--- src/design/asu_pkg.sv ---
// shared types, constants and codes of the arm subset execute unit
// no dependencies; imported by every module of the block

package asu_pkg;

	// sizes of the architectural state
	localparam int unsigned NUM_REGS    = 12;
	localparam int unsigned MEM_WORDS   = 8;
	localparam int unsigned PROG_DEPTH  = 1024;
	localparam int unsigned QUEUE_DEPTH = 4;

	localparam int unsigned REG_AW = (NUM_REGS > 1) ? $clog2(NUM_REGS) : 1;
	localparam int unsigned MEM_AW = (MEM_WORDS > 1) ? $clog2(MEM_WORDS) : 1;
	localparam int unsigned QUEUE_AW = (QUEUE_DEPTH > 1) ? $clog2(QUEUE_DEPTH) : 1;
	localparam int unsigned QUEUE_CW = $clog2(QUEUE_DEPTH + 1);

	localparam int unsigned IDX_W  = 10;
	localparam int unsigned RIDX_W = 4;

	// configuration port
	localparam int unsigned CFG_AW = 3;
	localparam logic [31:0] MEM_BASE_RESET = 32'h0000_0100;
	localparam logic        CFG_IDX_MEM_BASE = 1'b0;

	// command codes
	localparam logic [4:0] CMD_MOV  = 5'd0;
	localparam logic [4:0] CMD_MVN  = 5'd1;
	localparam logic [4:0] CMD_ADD  = 5'd2;
	localparam logic [4:0] CMD_SUB  = 5'd3;
	localparam logic [4:0] CMD_AND  = 5'd4;
	localparam logic [4:0] CMD_ORR  = 5'd5;
	localparam logic [4:0] CMD_XOR  = 5'd6;
	localparam logic [4:0] CMD_LSL  = 5'd7;
	localparam logic [4:0] CMD_LSR  = 5'd8;
	localparam logic [4:0] CMD_ADDS = 5'd9;
	localparam logic [4:0] CMD_SUBS = 5'd10;
	localparam logic [4:0] CMD_ANDS = 5'd11;
	localparam logic [4:0] CMD_ORRS = 5'd12;
	localparam logic [4:0] CMD_XORS = 5'd13;
	localparam logic [4:0] CMD_CMP  = 5'd14;
	localparam logic [4:0] CMD_LDR  = 5'd15;
	localparam logic [4:0] CMD_STR  = 5'd16;
	localparam logic [4:0] CMD_B    = 5'd17;

	// condition codes
	localparam logic [2:0] COND_AL = 3'd0;
	localparam logic [2:0] COND_EQ = 3'd1;
	localparam logic [2:0] COND_NE = 3'd2;
	localparam logic [2:0] COND_GT = 3'd3;
	localparam logic [2:0] COND_LT = 3'd4;
	localparam logic [2:0] COND_GE = 3'd5;
	localparam logic [2:0] COND_LE = 3'd6;

	// second operand kinds as coded in the item
	localparam logic [1:0] MK_ZERO = 2'd0;
	localparam logic [1:0] MK_REG  = 2'd1;
	localparam logic [1:0] MK_IMM  = 2'd2;

	// flag bit positions
	localparam int unsigned FLAG_N = 3;
	localparam int unsigned FLAG_Z = 2;
	localparam int unsigned FLAG_C = 1;
	localparam int unsigned FLAG_V = 0;

	// execute operation classes
	typedef enum logic [3:0] {
		OP_MOV, OP_MVN, OP_ADD, OP_SUB, OP_AND, OP_ORR, OP_XOR,
		OP_LSL, OP_LSR, OP_LDR, OP_STR, OP_B, OP_NOP
	} op_t;

	// flag update modes
	typedef enum logic [1:0] {
		FL_NONE, FL_NZ, FL_ALL
	} fl_t;

	// second operand source
	typedef enum logic [1:0] {
		M_ZERO, M_REG, M_IMM
	} msel_t;

	// input item
	typedef struct packed {
		logic [4:0]          command;
		logic [2:0]          cond;
		logic [RIDX_W-1:0]   dest_reg;
		logic                n_is_imm;
		logic [RIDX_W-1:0]   n_reg;
		logic signed [31:0]  n_imm;
		logic [1:0]          m_kind;
		logic [RIDX_W-1:0]   m_reg;
		logic signed [31:0]  m_imm;
		logic [IDX_W-1:0]    branch_target;
		logic [IDX_W-1:0]    current_index;
	} instr_t;

	// result item
	typedef struct packed {
		logic [IDX_W-1:0]    next_index;
		logic                branch_taken;
		logic                cond_passed;
		logic                reg_write;
		logic [RIDX_W-1:0]   reg_index;
		logic [31:0]         reg_value;
		logic [3:0]          flags;
		logic                mem_error;
	} res_t;

	// classified item between front and back
	typedef struct packed {
		op_t                 op;
		fl_t                 fl;
		logic                wr;
		logic [2:0]          cond;
		logic [RIDX_W-1:0]   dest;
		logic                dest_ok;
		logic                n_is_imm;
		logic [31:0]         n_imm;
		logic [RIDX_W-1:0]   ra;
		logic [RIDX_W-1:0]   rb;
		msel_t               msel;
		logic [31:0]         m_imm;
		logic [IDX_W-1:0]    seq_next;
		logic [IDX_W-1:0]    tgt_next;
	} dec_t;

endpackage

--- src/design/asu_front.sv ---
// front end: accepts items and classifies them into operation classes
// depends on asu_pkg; feeds asu_queue

module asu_front import asu_pkg::*; (
	input  logic   push,
	output logic   full,
	input  instr_t instr,
	input  logic   q_full,
	output logic   q_push,
	output dec_t   q_data
);

	logic [IDX_W:0] seq_sum;
	logic [31:0]    seq_mod;
	logic [31:0]    tgt_mod;

	// accept handshake follows the queue
	assign full   = q_full;
	assign q_push = push & ~q_full;

	// next index candidates, wrapped to program depth
	assign seq_sum = {1'b0, instr.current_index} + {{IDX_W{1'b0}}, 1'b1};
	assign seq_mod = 32'(seq_sum) % PROG_DEPTH;
	assign tgt_mod = 32'(instr.branch_target) % PROG_DEPTH;

	// command classification
	always_comb begin
		q_data          = '0;
		q_data.op       = OP_NOP;
		q_data.fl       = FL_NONE;
		q_data.wr       = 1'b0;
		unique case (instr.command)
			CMD_MOV:  begin q_data.op = OP_MOV; q_data.wr = 1'b1; end
			CMD_MVN:  begin q_data.op = OP_MVN; q_data.wr = 1'b1; end
			CMD_ADD:  begin q_data.op = OP_ADD; q_data.wr = 1'b1; end
			CMD_SUB:  begin q_data.op = OP_SUB; q_data.wr = 1'b1; end
			CMD_AND:  begin q_data.op = OP_AND; q_data.wr = 1'b1; end
			CMD_ORR:  begin q_data.op = OP_ORR; q_data.wr = 1'b1; end
			CMD_XOR:  begin q_data.op = OP_XOR; q_data.wr = 1'b1; end
			CMD_LSL:  begin q_data.op = OP_LSL; q_data.wr = 1'b1; end
			CMD_LSR:  begin q_data.op = OP_LSR; q_data.wr = 1'b1; end
			CMD_ADDS: begin q_data.op = OP_ADD; q_data.wr = 1'b1; q_data.fl = FL_ALL; end
			CMD_SUBS: begin q_data.op = OP_SUB; q_data.wr = 1'b1; q_data.fl = FL_ALL; end
			CMD_ANDS: begin q_data.op = OP_AND; q_data.wr = 1'b1; q_data.fl = FL_NZ; end
			CMD_ORRS: begin q_data.op = OP_ORR; q_data.wr = 1'b1; q_data.fl = FL_NZ; end
			CMD_XORS: begin q_data.op = OP_XOR; q_data.wr = 1'b1; q_data.fl = FL_NZ; end
			CMD_CMP:  begin q_data.op = OP_SUB; q_data.fl = FL_ALL; end
			CMD_LDR:  begin q_data.op = OP_LDR; q_data.wr = 1'b1; end
			CMD_STR:  begin q_data.op = OP_STR; end
			CMD_B:    begin q_data.op = OP_B; end
			default:  begin q_data.op = OP_NOP; end
		endcase

		// operand selection
		unique case (instr.m_kind)
			MK_REG:  q_data.msel = M_REG;
			MK_IMM:  q_data.msel = M_IMM;
			default: q_data.msel = M_ZERO;
		endcase

		q_data.cond     = instr.cond;
		q_data.dest     = instr.dest_reg;
		q_data.dest_ok  = (32'(instr.dest_reg) < NUM_REGS);
		q_data.n_is_imm = instr.n_is_imm;
		q_data.n_imm    = instr.n_imm;
		q_data.ra       = instr.n_reg;
		// a store reads its data through the second port
		q_data.rb       = (instr.command == CMD_STR) ? instr.dest_reg : instr.m_reg;
		q_data.m_imm    = instr.m_imm;
		q_data.seq_next = seq_mod[IDX_W-1:0];
		q_data.tgt_next = tgt_mod[IDX_W-1:0];
	end

endmodule

--- src/design/asu_queue.sv ---
// short queue of classified items between front and back
// depends on asu_pkg

module asu_queue import asu_pkg::*; (
	input  logic clk,
	input  logic arst_n,
	input  logic wr_en,
	input  dec_t wr_data,
	output logic q_full,
	input  logic rd_en,
	output logic rd_valid,
	output dec_t rd_data
);

	dec_t                slot_q [QUEUE_DEPTH];
	logic [QUEUE_AW-1:0] wr_ptr_q;
	logic [QUEUE_AW-1:0] rd_ptr_q;
	logic [QUEUE_CW-1:0] count_q;
	logic                do_wr;
	logic                do_rd;

	assign q_full   = (32'(count_q) == QUEUE_DEPTH);
	assign rd_valid = (count_q != '0);
	assign rd_data  = slot_q[rd_ptr_q];
	assign do_wr    = wr_en & ~q_full;
	assign do_rd    = rd_en & rd_valid;

	// pointers and fill count
	always_ff @(posedge clk or negedge arst_n) begin
		if (!arst_n) begin
			wr_ptr_q <= '0;
			rd_ptr_q <= '0;
			count_q  <= '0;
		end else begin
			if (do_wr) begin
				wr_ptr_q <= (32'(wr_ptr_q) == QUEUE_DEPTH - 1) ? '0 : wr_ptr_q + 1'b1;
			end
			if (do_rd) begin
				rd_ptr_q <= (32'(rd_ptr_q) == QUEUE_DEPTH - 1) ? '0 : rd_ptr_q + 1'b1;
			end
			if (do_wr && !do_rd) begin
				count_q <= count_q + 1'b1;
			end else if (do_rd && !do_wr) begin
				count_q <= count_q - 1'b1;
			end
		end
	end

	// item storage
	always_ff @(posedge clk) begin
		if (do_wr) begin
			slot_q[wr_ptr_q] <= wr_data;
		end
	end

endmodule

--- src/design/asu_back.sv ---
// back end: register file, flags, data memory, execute stage and result register
// depends on asu_pkg; takes classified items from asu_queue

module asu_back import asu_pkg::*; (
	input  logic        clk,
	input  logic        arst_n,
	input  logic [31:0] mem_base,
	input  logic        q_valid,
	input  dec_t        q_head,
	output logic        q_pop,
	output logic        empty,
	input  logic        pop,
	output res_t        result
);

	// register file: two read ports with registered data
	logic [31:0]   rf_mem [NUM_REGS];
	logic [NUM_REGS-1:0] rf_vld_q;
	logic [31:0]   rd_a_q;
	logic [31:0]   rd_b_q;

	logic [31:0]   dmem_q [MEM_WORDS];
	logic [3:0]    nzcv_q;

	dec_t          dec_s1;
	logic          valid_s1;
	res_t          result_q;
	logic          out_valid_q;

	logic          fire;
	logic          load;
	logic          ra_ok, rb_ok;
	logic          wr_hit_a, wr_hit_b;

	logic [31:0]   a, b, r;
	logic [32:0]   add_w, sub_w;
	logic [31:0]   mem_idx;
	logic          in_range;
	logic          big_shift;
	logic          pass, c_new, v_new;
	logic          wr_req, do_write, do_store, merr, taken;
	logic [3:0]    flags_new;
	res_t          res_d;

	// stage control
	assign fire  = valid_s1 & (~out_valid_q | pop);
	assign load  = q_valid & (~valid_s1 | fire);
	assign q_pop = load;

	// operand fetch with bypass of the write in flight
	assign ra_ok    = (32'(q_head.ra) < NUM_REGS);
	assign rb_ok    = (32'(q_head.rb) < NUM_REGS);
	assign wr_hit_a = fire & do_write & (dec_s1.dest == q_head.ra);
	assign wr_hit_b = fire & do_write & (dec_s1.dest == q_head.rb);

	always_ff @(posedge clk) begin
		if (load) begin
			if (wr_hit_a) begin
				rd_a_q <= r;
			end else if (ra_ok && rf_vld_q[q_head.ra[REG_AW-1:0]]) begin
				rd_a_q <= rf_mem[q_head.ra[REG_AW-1:0]];
			end else begin
				rd_a_q <= '0;
			end
			if (wr_hit_b) begin
				rd_b_q <= r;
			end else if (rb_ok && rf_vld_q[q_head.rb[REG_AW-1:0]]) begin
				rd_b_q <= rf_mem[q_head.rb[REG_AW-1:0]];
			end else begin
				rd_b_q <= '0;
			end
		end
		if (fire && do_write) begin
			rf_mem[dec_s1.dest[REG_AW-1:0]] <= r;
		end
	end

	// register valid bits stand in for the cleared file
	always_ff @(posedge clk or negedge arst_n) begin
		if (!arst_n) begin
			rf_vld_q <= '0;
		end else if (fire && do_write) begin
			rf_vld_q[dec_s1.dest[REG_AW-1:0]] <= 1'b1;
		end
	end

	// execute stage item
	always_ff @(posedge clk or negedge arst_n) begin
		if (!arst_n) begin
			valid_s1 <= 1'b0;
		end else if (load) begin
			valid_s1 <= 1'b1;
		end else if (fire) begin
			valid_s1 <= 1'b0;
		end
	end

	always_ff @(posedge clk) begin
		if (load) begin
			dec_s1 <= q_head;
		end
	end

	// operands and shared arithmetic
	always_comb begin
		a = dec_s1.n_is_imm ? dec_s1.n_imm : rd_a_q;
		unique case (dec_s1.msel)
			M_REG:   b = rd_b_q;
			M_IMM:   b = dec_s1.m_imm;
			M_ZERO:  b = '0;
			default: b = '0;
		endcase
	end

	assign add_w     = {1'b0, a} + {1'b0, b};
	assign sub_w     = {1'b0, a} - {1'b0, b};
	assign mem_idx   = a - mem_base;
	assign in_range  = (mem_idx < 32'(MEM_WORDS));
	assign big_shift = |b[31:5];

	// condition test against current flags
	always_comb begin
		unique case (dec_s1.cond)
			COND_EQ: pass = nzcv_q[FLAG_Z];
			COND_NE: pass = ~nzcv_q[FLAG_Z];
			COND_GT: pass = ~nzcv_q[FLAG_Z] & (nzcv_q[FLAG_N] == nzcv_q[FLAG_V]);
			COND_LT: pass = (nzcv_q[FLAG_N] != nzcv_q[FLAG_V]);
			COND_GE: pass = (nzcv_q[FLAG_N] == nzcv_q[FLAG_V]);
			COND_LE: pass = nzcv_q[FLAG_Z] | (nzcv_q[FLAG_N] != nzcv_q[FLAG_V]);
			default: pass = 1'b1;
		endcase
	end

	// operation
	always_comb begin
		r        = '0;
		c_new    = 1'b0;
		v_new    = 1'b0;
		wr_req   = 1'b0;
		do_store = 1'b0;
		merr     = 1'b0;
		taken    = 1'b0;
		if (pass) begin
			unique case (dec_s1.op)
				OP_MOV: begin r = a; wr_req = dec_s1.wr; end
				OP_MVN: begin r = ~a; wr_req = dec_s1.wr; end
				OP_ADD: begin
					r      = add_w[31:0];
					c_new  = add_w[32];
					v_new  = (~(a ^ b) & (a ^ add_w[31:0])) >> 31 != '0;
					wr_req = dec_s1.wr;
				end
				OP_SUB: begin
					r      = sub_w[31:0];
					c_new  = ~sub_w[32];
					v_new  = ((a ^ b) & (a ^ sub_w[31:0])) >> 31 != '0;
					wr_req = dec_s1.wr;
				end
				OP_AND: begin r = a & b; wr_req = dec_s1.wr; end
				OP_ORR: begin r = a | b; wr_req = dec_s1.wr; end
				OP_XOR: begin r = a ^ b; wr_req = dec_s1.wr; end
				OP_LSL: begin r = big_shift ? '0 : (a << b[4:0]); wr_req = dec_s1.wr; end
				OP_LSR: begin r = big_shift ? '0 : (a >> b[4:0]); wr_req = dec_s1.wr; end
				OP_LDR: begin
					if (in_range) begin
						r      = dmem_q[mem_idx[MEM_AW-1:0]];
						wr_req = 1'b1;
					end else begin
						merr = 1'b1;
					end
				end
				OP_STR: begin
					do_store = in_range;
					merr     = ~in_range;
				end
				OP_B:    taken = 1'b1;
				OP_NOP:  r = '0;
				default: r = '0;
			endcase
		end
		do_write = wr_req & dec_s1.dest_ok;
	end

	// flag update
	always_comb begin
		flags_new = nzcv_q;
		if (pass) begin
			unique case (dec_s1.fl)
				FL_ALL:  flags_new = {r[31], (r == '0), c_new, v_new};
				FL_NZ:   flags_new = {r[31], (r == '0), nzcv_q[FLAG_C], nzcv_q[FLAG_V]};
				FL_NONE: flags_new = nzcv_q;
				default: flags_new = nzcv_q;
			endcase
		end
	end

	// result fields
	always_comb begin
		res_d              = '0;
		res_d.next_index   = taken ? dec_s1.tgt_next : dec_s1.seq_next;
		res_d.branch_taken = taken;
		res_d.cond_passed  = pass;
		res_d.reg_write    = do_write;
		res_d.reg_index    = do_write ? dec_s1.dest : '0;
		res_d.reg_value    = do_write ? r : '0;
		res_d.flags        = flags_new;
		res_d.mem_error    = merr;
	end

	// flags and data memory
	always_ff @(posedge clk or negedge arst_n) begin
		if (!arst_n) begin
			nzcv_q <= '0;
			for (int i = 0; i < int'(MEM_WORDS); i++) begin
				dmem_q[i] <= '0;
			end
		end else if (fire) begin
			nzcv_q <= flags_new;
			if (do_store) begin
				dmem_q[mem_idx[MEM_AW-1:0]] <= rd_b_q;
			end
		end
	end

	// result register
	always_ff @(posedge clk or negedge arst_n) begin
		if (!arst_n) begin
			out_valid_q <= 1'b0;
		end else if (fire) begin
			out_valid_q <= 1'b1;
		end else if (pop) begin
			out_valid_q <= 1'b0;
		end
	end

	always_ff @(posedge clk) begin
		if (fire) begin
			result_q <= res_d;
		end
	end

	assign empty  = ~out_valid_q;
	assign result = result_q;

`ifndef SYNTH
	a_hold_stall: assert property (@(posedge clk) disable iff (!arst_n)
		out_valid_q && !pop |=> out_valid_q && $stable(result_q))
		else $error("result changed while stalled");
	a_write_needs_pass: assert property (@(posedge clk) disable iff (!arst_n)
		out_valid_q |-> !result_q.reg_write || result_q.cond_passed)
		else $error("register write without passed condition");
	a_branch_clean: assert property (@(posedge clk) disable iff (!arst_n)
		out_valid_q && result_q.branch_taken |-> result_q.cond_passed && !result_q.reg_write)
		else $error("taken branch with register write or failed condition");
	a_flags_kept: assert property (@(posedge clk) disable iff (!arst_n)
		fire && !pass |=> nzcv_q == $past(nzcv_q))
		else $error("flags changed by failed condition");
	a_merr_no_write: assert property (@(posedge clk) disable iff (!arst_n)
		out_valid_q && result_q.mem_error |-> !result_q.reg_write)
		else $error("memory error with register write");
`endif

endmodule

--- src/design/arm_subset_execute_unit.sv ---
// Executes decoded ARM-style instructions, one item per instruction.
// Input channel: push/full with an instr item; an item is taken when push
// is high and full is low. Result channel: empty/pop with a result item;
// the oldest result sits on result while empty is low and leaves on pop.
// Configuration: APB-style port, mem_base at byte address 0, pready tied high.
// Order: a taken item goes through queue, execute stage and result register.
// Throughput: one item per cycle while pop keeps up; operands are read from
// the register file into registers as an item enters the execute stage, which
// bypasses the item in front's write; dependent instructions go back to back.
// Reset: register file, NZCV and data memory read as zero (valid bits on the
// register file, no clearing pass); mem_base returns to 0x100.
// Stall: if pop stays low the result register holds, the execute stage
// stops, the four-entry queue fills and full rises.
// depends on asu_pkg, asu_front, asu_queue, asu_back

module arm_subset_execute_unit import asu_pkg::*; (
	input  logic              clk,
	input  logic              arst_n,
	input  logic              push,
	output logic              full,
	input  instr_t            instr,
	output logic              empty,
	input  logic              pop,
	output res_t              result,
	input  logic              psel,
	input  logic              penable,
	input  logic              pwrite,
	input  logic [CFG_AW-1:0] paddr,
	input  logic [31:0]       pwdata,
	output logic [31:0]       prdata,
	output logic              pready
);

	logic        q_full;
	logic        q_push;
	dec_t        q_wr_data;
	logic        q_pop;
	logic        q_valid;
	dec_t        q_head;
	logic [31:0] mem_base_q;
	logic        cfg_wr;

	// configuration register
	assign pready = 1'b1;
	assign cfg_wr = psel & penable & pwrite & pready;

	always_ff @(posedge clk or negedge arst_n) begin
		if (!arst_n) begin
			mem_base_q <= MEM_BASE_RESET;
		end else if (cfg_wr && paddr[CFG_AW-1:2] == CFG_IDX_MEM_BASE) begin
			mem_base_q <= pwdata;
		end
	end

	assign prdata = (paddr[CFG_AW-1:2] == CFG_IDX_MEM_BASE) ? mem_base_q : '0;

	// front, queue and back
	asu_front u_front (
		.push   (push),
		.full   (full),
		.instr  (instr),
		.q_full (q_full),
		.q_push (q_push),
		.q_data (q_wr_data)
	);

	asu_queue u_queue (
		.clk      (clk),
		.arst_n   (arst_n),
		.wr_en    (q_push),
		.wr_data  (q_wr_data),
		.q_full   (q_full),
		.rd_en    (q_pop),
		.rd_valid (q_valid),
		.rd_data  (q_head)
	);

	asu_back u_back (
		.clk      (clk),
		.arst_n   (arst_n),
		.mem_base (mem_base_q),
		.q_valid  (q_valid),
		.q_head   (q_head),
		.q_pop    (q_pop),
		.empty    (empty),
		.pop      (pop),
		.result   (result)
	);

endmodule
--- config.mk ---
export PLATFORM = sky130hd
export DESIGN_NAME = arm_subset_execute_unit
export DESIGN_NICKNAME = d
export VERILOG_FILES = /design/src/design/asu_pkg.sv /design/src/design/asu_front.sv /design/src/design/asu_queue.sv /design/src/design/asu_back.sv /design/src/design/arm_subset_execute_unit.sv
export SDC_FILE = /design/constraint.sdc
export NUM_CORES = 2
export LEC_CHECK = 0
export ABC_AREA = 1
export BUFFER_PORTS_ARGS = -buffer_cell sky130_fd_sc_hd__buf_2
export CORE_MARGIN = 1.5
export CORE_UTILIZATION = 40
export CTS_BUF_LIST = sky130_fd_sc_hd__clkbuf_8
export CTS_CLUSTER_SIZE = 25
export DETAILED_ROUTE_END_ITERATION = 10
export SLEW_MARGIN = 20
export SYNTH_ARGS = -nofsm -noshare
export SYNTH_HDL_FRONTEND = slang
export SYNTH_SLANG_ARGS = --single-unit
--- constraint.sdc ---
create_clock -name clk -period 8.6 [get_ports clk]
set_input_delay 0.86 -clock clk [delete_from_list [all_inputs] [get_ports clk]]
set_output_delay 0.86 -clock clk [all_outputs]
set_load 0.01 [all_outputs]
After elaboration in Yosys (flattened, before gate mapping)
Memories as Yosys holds them, arrays and structs flattened.
Cells that the tools add are included.

operators by class
  multiply operators = 0
  bitwise gates (word level) = 33
  reductions and logical operators = 28
  eq/ne operators = 47
  div/mod/pow operators = 0
  shift operators = 2
  muxes and demuxes = 56
  $add $sub $neg = 8
  $lt $le $gt $ge = 10

operator list
  operator                                                                number
  32-bit two-way mux                                                      13
  32-bit one-hot mux with 10 select lines                                 1
  256-bit bitwise mux                                                     1
  32-bit AND                                                              3
  32-bit binary-select mux with 3-bit select                              1
  32-bit demux with 3-bit select                                          1
  32-bit XOR                                                              3
  32-bit inverter                                                         2
  32-bit one-hot mux with 2 select lines                                  1
  4-bit one-hot mux with 12 select lines                                  1
  5-bit by 4-bit == test with 1-bit output (second input constant)        8
  32-bit by 32-bit adder with 33-bit output                               1
  32-bit by 32-bit subtractor with 33-bit output                          1
  32-bit zero test                                                        1
  32-bit by 4-bit < comparator with 1-bit output (second input constant)  1
  32-bit bitwise OR                                                       1
  32-bit by 5-bit << shifter with 32-bit output                           1
  32-bit by 5-bit right shift with 32-bit output                          1
  32-bit subtractor                                                       1
  27-bit OR reduction                                                     1
  5-bit by 3-bit == test with 1-bit output (second input constant)        4
  1-bit two-way mux                                                       19
  4-bit by 3-bit == test with 1-bit output (second input constant)        4
  4-bit == test (second input constant)                                   4
  other kinds (48)                                                        109

storage, ports and cells
  bits in latches = 0
  output and inout port bits = 89
  input bits = 149
  memory bits (writable) = 824
  flip-flop bits (word level) = 533
  word-level logic and storage cells = 224
  memory bits (read-only) = 0
  memories = 2

memory list
  memory          depth  bits a word  rd ports  clocked after memory_dff  write ports  RTL line         source
  u_queue.slot_q  4      110          1         0                         1            asu_queue.sv:15  dec_t slot_q [QUEUE_DEPTH];
  u_back.rf_mem   12     32           2         0                         1            asu_back.sv:17   logic [31:0] rf_mem [NUM_REGS];

Longest topological paths before layout
  depth after elaboration = 12
  depth in mapped cells = 34
  depth with buffers taken out = 32

Modules after synthesis
A second synthesis with hierarchy kept.

unflattened totals
  cells, all modules = 8188
  area total of the unflattened synthesis = 72180.5 um2

by module, submodules not included
  module                   cells an instance  area an instance (um2)  sequential area each (um2)  instances
  asu_back                 6455               51479.4                 24994.0                     1
  asu_queue                1343               17963.5                 13387.8                     1
  arm_subset_execute_unit  212                1587.8                  802.0                       1
  asu_front                178                1149.9                  0.0                         1

Least setup slack after synthesis
OpenSTA, ideal clock, no wires.

  path kind = input-to-reg
  start = in push
  end = mem u_queue.slot_q[0][0] (netlist bit) (enable)
  stages = 4
  setup slack = 2202 ps
  buffers on the path = 0
  data required time = 8020 ps
  data arrival time = 5818 ps
  library setup time = 580 ps
  cells stage by stage = inv_1 -> nor2_1 -> inv_1 -> nor2_1

on the way
  word-level cells in the longest chain between the ends = 4

ends and longest elaborated chain
  element                                  RTL line                       source
  from (decl)                              arm_subset_execute_unit.sv:19  input logic push,
  1-bit AND                                asu_front.sv:19                assign q_push = push & ~q_full;
  1-bit AND                                asu_queue.sv:25                assign do_wr = wr_en & ~q_full;
  net u_queue.do_wr                        asu_queue.sv:19                logic do_wr;
  1-bit two-way mux                        asu_queue.sv:51                if (do_wr) begin
  1-bit two-way mux (not written as such)  asu_queue.sv:52                slot_q[wr_ptr_q] <= wr_data;
  to (decl)                                asu_queue.sv:15

The timed path passes the listed nets, and every way through them passes these cells.

Worst setup path after layout
  start = reg u_back.dec_s1[94] (netlist bit)
  end = reg u_back.rd_b_q[14] (data pin)

on the way
  word-level cells in the longest chain between the ends = 10
  elaborated cells between the ends (all ways) = 27
  those cells by class = add/sub: 3; order compare: 1; shift: 2; mux: 13; bitwise: 8

ends and longest elaborated chain
  element                                                                                             RTL line                          source
  from (decl)                                                                                         asu_back.sv:25                    dec_t dec_s1;
  from (signal assigned)                                                                              asu_back.sv:100                   dec_s1 <= q_head;
  32-bit two-way mux *                                                                                asu_back.sv:106                   a = dec_s1.n_is_imm ? dec_s1.n_imm : rd_a_q;
  32-bit subtractor                                                                                   asu_back.sv:117                   assign mem_idx = a - mem_base;
  32-bit by 4-bit < comparator with 1-bit output or 3-bit inverter with 4-bit output (tied branches)  asu_back.sv:118, asu_back.sv:166
  1-bit two-way mux or 32-bit binary-select mux with 3-bit select (tied branches)                     asu_back.sv:165, asu_back.sv:166
  1-bit one-hot mux with 2 select lines or 32-bit two-way mux (tied branches)                         asu_back.sv:144, asu_back.sv:166
  1-bit two-way mux or 32-bit two-way mux (tied branches)                                             asu_back.sv:143, asu_back.sv:166
  1-bit AND or 32-bit two-way mux (tied branches)                                                     asu_back.sv:181, asu_back.sv:165
  1-bit AND or 32-bit one-hot mux with 10 select lines (tied branches)                                asu_back.sv:54, asu_back.sv:144
  1-bit AND or 32-bit two-way mux (tied branches)                                                     asu_back.sv:54, asu_back.sv:143
  32-bit two-way mux *                                                                                asu_back.sv:65                    if (wr_hit_b) begin
  to (signal assigned)                                                                                asu_back.sv:66                    rd_b_q <= r;
  to (signal assigned)                                                                                asu_back.sv:68                    rd_b_q <= rf_mem[q_head.rb[REG_AW-1:0]];
  to (decl)                                                                                           asu_back.sv:20                    logic [31:0] rd_b_q;

Mark *: on every way between the ends. The rest lies on a longest branch, timed or not. The select of a mux whose other input is x is not followed.
A chain may end at the register's enable or synchronous reset.

==> flow_summary.yaml <==
critical_path:
  crit_path_start_kind: "flop"
  crit_fanout: 51
  crit_type: "flop to flop"
  timing.rr.start: "u_back.dec_s1[94]"
  cp-end-kind: "flop"
  reg2reg_setup_slack_ns: 1.44
  reg2regPathDepth: 25
  cp.required_ns: 9.27
  reg2reg_to: "u_back.rd_b_q[14]"
  worstPathArrival_ns: 7.83
yosys:
  synth.largest_area_cell: "edfxtp_1"
  synth-async-reset-ratio: 0.231
  synth_edf_count: 1044
  synth.top_cell.area_share: 0.450
  synth-seq-cells: 1357
  yosysMostFrequentCell: "nand2_1"
  synth-main-ff-cell: "edfxtp_1"
  syn_inst: 7674
  ys_types: 53
  synth.cell_area_um2: 69700
  synth_area_per_cell_um2: 9.09
  ys_warn_count: 0
  synth_nets: 7966
  ys_seq_area_frac: 0.562
  ys_top_cells_by_area: "edfxtp_1, dfrtp_1, nand2_1"
  synth_commonest_cells: "nand2_1, edfxtp_1, inv_1"
routing:
  via_per_inst: 5.66
  remaining_drc_errors: 0
  first_pass_iters: 6
  routed_wl_um: 251000
  drtIter0Drc: 6454
  ant_nets: 0
  wl_per_cell_um: 24.3
  num_vias: 58644
timing:
  setup_viol: 0
  drv_slew: 0
  tightest_slew_ns: 1.08
  skew_ns: 0.0747
  fin_crit_ns: 7.16
  rsz0062_at_grt: "false"
  fin_crit_sh: 0.832
  relSlewSlack: 0.280
  tns_ns: 0
  fmax_mhz: 140
  finalHoldViolations: 0
clock_network:
  h-tree-depth: 4
  clockRootBuffer: "clkbuf_8"
  cts.reportedPaths.clkPinSlew_ns: 0.07
  clock-sinks: 1357
  clockBufferDepth: 3
  cts-buffers-inserted: 222
  cts_tree: "built"
  clk_latency_ns: 1.00
  ctsResizeCount: 0
final_layout:
  fillers: 16698
  num-nets-final: 8120
  syn_to_final_growth_pct: 12.1
  layout-drive-gt1-share: 0.0965
die:
  pin_count: 238
  initial_core_util: 0.402
  coreArea_um2: 174000
  die_w_um: 421
  die-area_um2: 177000
  die_y_um: 421
  row_count: 153
global_route:
  grt_usage: 0.280
  grt_max_degree: 229
  grt-ovfl-total: 0
  antenna_found_initial: 10
  grt_pass1_wl_um: 365000
  grt_pass1_vias: 55590
placement:
  place.gp.congestion: 1.01
  hpwlAfterDp_um: 168000
  portBuffers: 234
hold_path:
  hp-start: "instr[68]"
  hp-class: "input pin to flop"
  holdPathEnd: "u_queue.slot_q[2][72]"
  hold_path_depth: 1
job:
  cap_violations: 0
run_status:
  status: "finished clean"
==> how the worst max path moves through the flow <==
stage	startpoint	endpoint	slack [ns]	cells after the start
finish	u_back.dec_s1[94]	u_back.rd_b_q[14]	1.44	25
global route	u_back.dec_s1[94]	u_back.rd_b_q[14]	1.22	28
floorplan	push	u_queue.slot_q[0][0]	2.20	4
CTS	u_back.dec_s1[94]	u_back.rd_b_q[14]	1.68	28
detailed placement	u_back.dec_s1[94]	u_back.rd_b_q[14]	1.75	28
global placement	u_back.dec_s1[94]	u_back.rf_mem[11][14]	1.84	24
==> layout make-up <==
class | count | area, um2 | share of cell area
inverter | 768 | 2900 | 0.0371
tap | 2325 | 2910 | 0.0372
antenna | 5 | 12.5 | 0.000160
multi-input combinational | 5103 | 26200 | 0.335
clock buffer | 249 | 3430 | 0.0438
timing repair buffer | 376 | 2540 | 0.0325
clock inverter | 169 | 1010 | 0.0129
sequential | 1357 | 39200 | 0.501
==> flip-flops by register name, indices dropped and copies added, names as in the netlist, 4 cells and up <==
name and flops:
mem_base_q 32, u_back.dec_s1 102, u_back.dmem_q 256, u_back.nzcv_q 4, u_back.rd_a_q 32, u_back.rd_b_q 32
u_back.result 54, u_back.rf_mem 384, u_back.rf_vld_q 12, u_queue.slot_q 440
==> metrics by stage <==
stage               instances   util  worst slack [ns]  area, um2  hold slack [ns]
floorplan                7674      -              2.20      69700            0.433
global placement         9926  0.425              1.84      73700            0.453
detailed placement       9926  0.425              1.75      73700            0.460
CTS                     10347  0.450              1.68      78200          0.00137
global route            10349  0.450              1.22      78200           0.0364
finish                  10352  0.450              1.44      78200           0.0932
==> placed cells by master (no fill, tap or decap), types with 7 or more instances in the layout <==
| cell | netlist | final |
|---|---|---|
| nand2_1 | 1615 | 1603 |
| edfxtp_1 | 1044 | 1044 |
| inv_1 | 752 | 828 |
| o21ai_0 | 727 | 727 |
| nor2_1 | 642 | 620 |
| nand3_1 | 611 | 606 |
| o211ai_1 | 406 | 406 |
| dfrtp_1 | 312 | 310 |
| a21oi_1 | 279 | 279 |
| clkbuf_8 | 0 | 249 |
| buf_2 | 7 | 233 |
| o22ai_1 | 203 | 203 |
| ha_1 | 139 | 139 |
| buf_4 | 1 | 116 |
| a31oi_1 | 72 | 72 |
| nand4_1 | 70 | 70 |
| clkinv_1 | 9 | 54 |
| o21ai_1 | 52 | 52 |
| nor3_1 | 43 | 43 |
| or2_2 | 36 | 36 |
| xor2_1 | 28 | 28 |
| clkinv_2 | 0 | 24 |
| buf_12 | 0 | 23 |
| o2111ai_1 | 20 | 20 |
| nor2_4 | 1 | 19 |
| o221ai_1 | 17 | 17 |
| o21a_1 | 15 | 15 |
| a211oi_1 | 14 | 14 |
| nand3b_1 | 12 | 12 |
| a221oi_1 | 12 | 12 |
| o21bai_1 | 11 | 11 |
| nor4_1 | 10 | 10 |
| o22a_1 | 10 | 10 |
| nand2_2 | 0 | 8 |
| a21o_1 | 8 | 8 |
| nand4_2 | 8 | 8 |
| bufinv_16 | 0 | 8 |
| inv_2 | 7 | 7 |
==> logic make-up after synthesis <==
group,count (synthesis),synth area share
XOR/XNOR,30,0.00377
adder cells (fa/ha/maj),143,0.0261
buffers and inverters,1214,0.0655
flip-flops,1357,0.562
AO/OA/AOI/OAI,1862,0.159
other,1,0.0000538
multiplexers,5,0.000807
AND/OR/NAND/NOR,3062,0.183
==> metal layers <==
metal,track usage,vias up,part of all wire
met1,0.370,28348,0.41
li1,-,27174,-
met5,0,-,0.00027
met3,0.0481,516,0.078
met2,0.446,2596,0.46
met4,0.136,10,0.053
==> timing repair <==
item / CTS / global route
hold buffers: 3 / 0
endpoints found under the hold margin: 91 / 0
endpoints found under the setup margin: 0 / 0
buffers inserted: 0 / 0
==> critical path, stage by stage (launching register included) <==
cell      delay, ns
edfxtp_1       0.63
buf_12         0.30
o21ai_0        0.85
inv_1          0.37
ha_1           0.48
nand2_1        0.09
inv_1          0.11
nand2_1        0.11
nor2_1         0.21
nand4_1        0.19
nand3_1        0.14
nand2_1        0.05
nand2_1        0.11
nand2_1        0.05
nand3b_1       0.18
nor2_2         0.20
nand2_1        0.27
nor2_1         0.44
buf_4          0.27
a31o_2         0.14
nand3_2        0.11
nor2_2         0.27
nand2_2        0.51
buf_4          0.46
nand3_1        0.11
o21ai_0        0.13
Power is left out: the tool's default activity adds up to more than one toggle a clock period on the data nets, which glitch-free logic cannot reach.
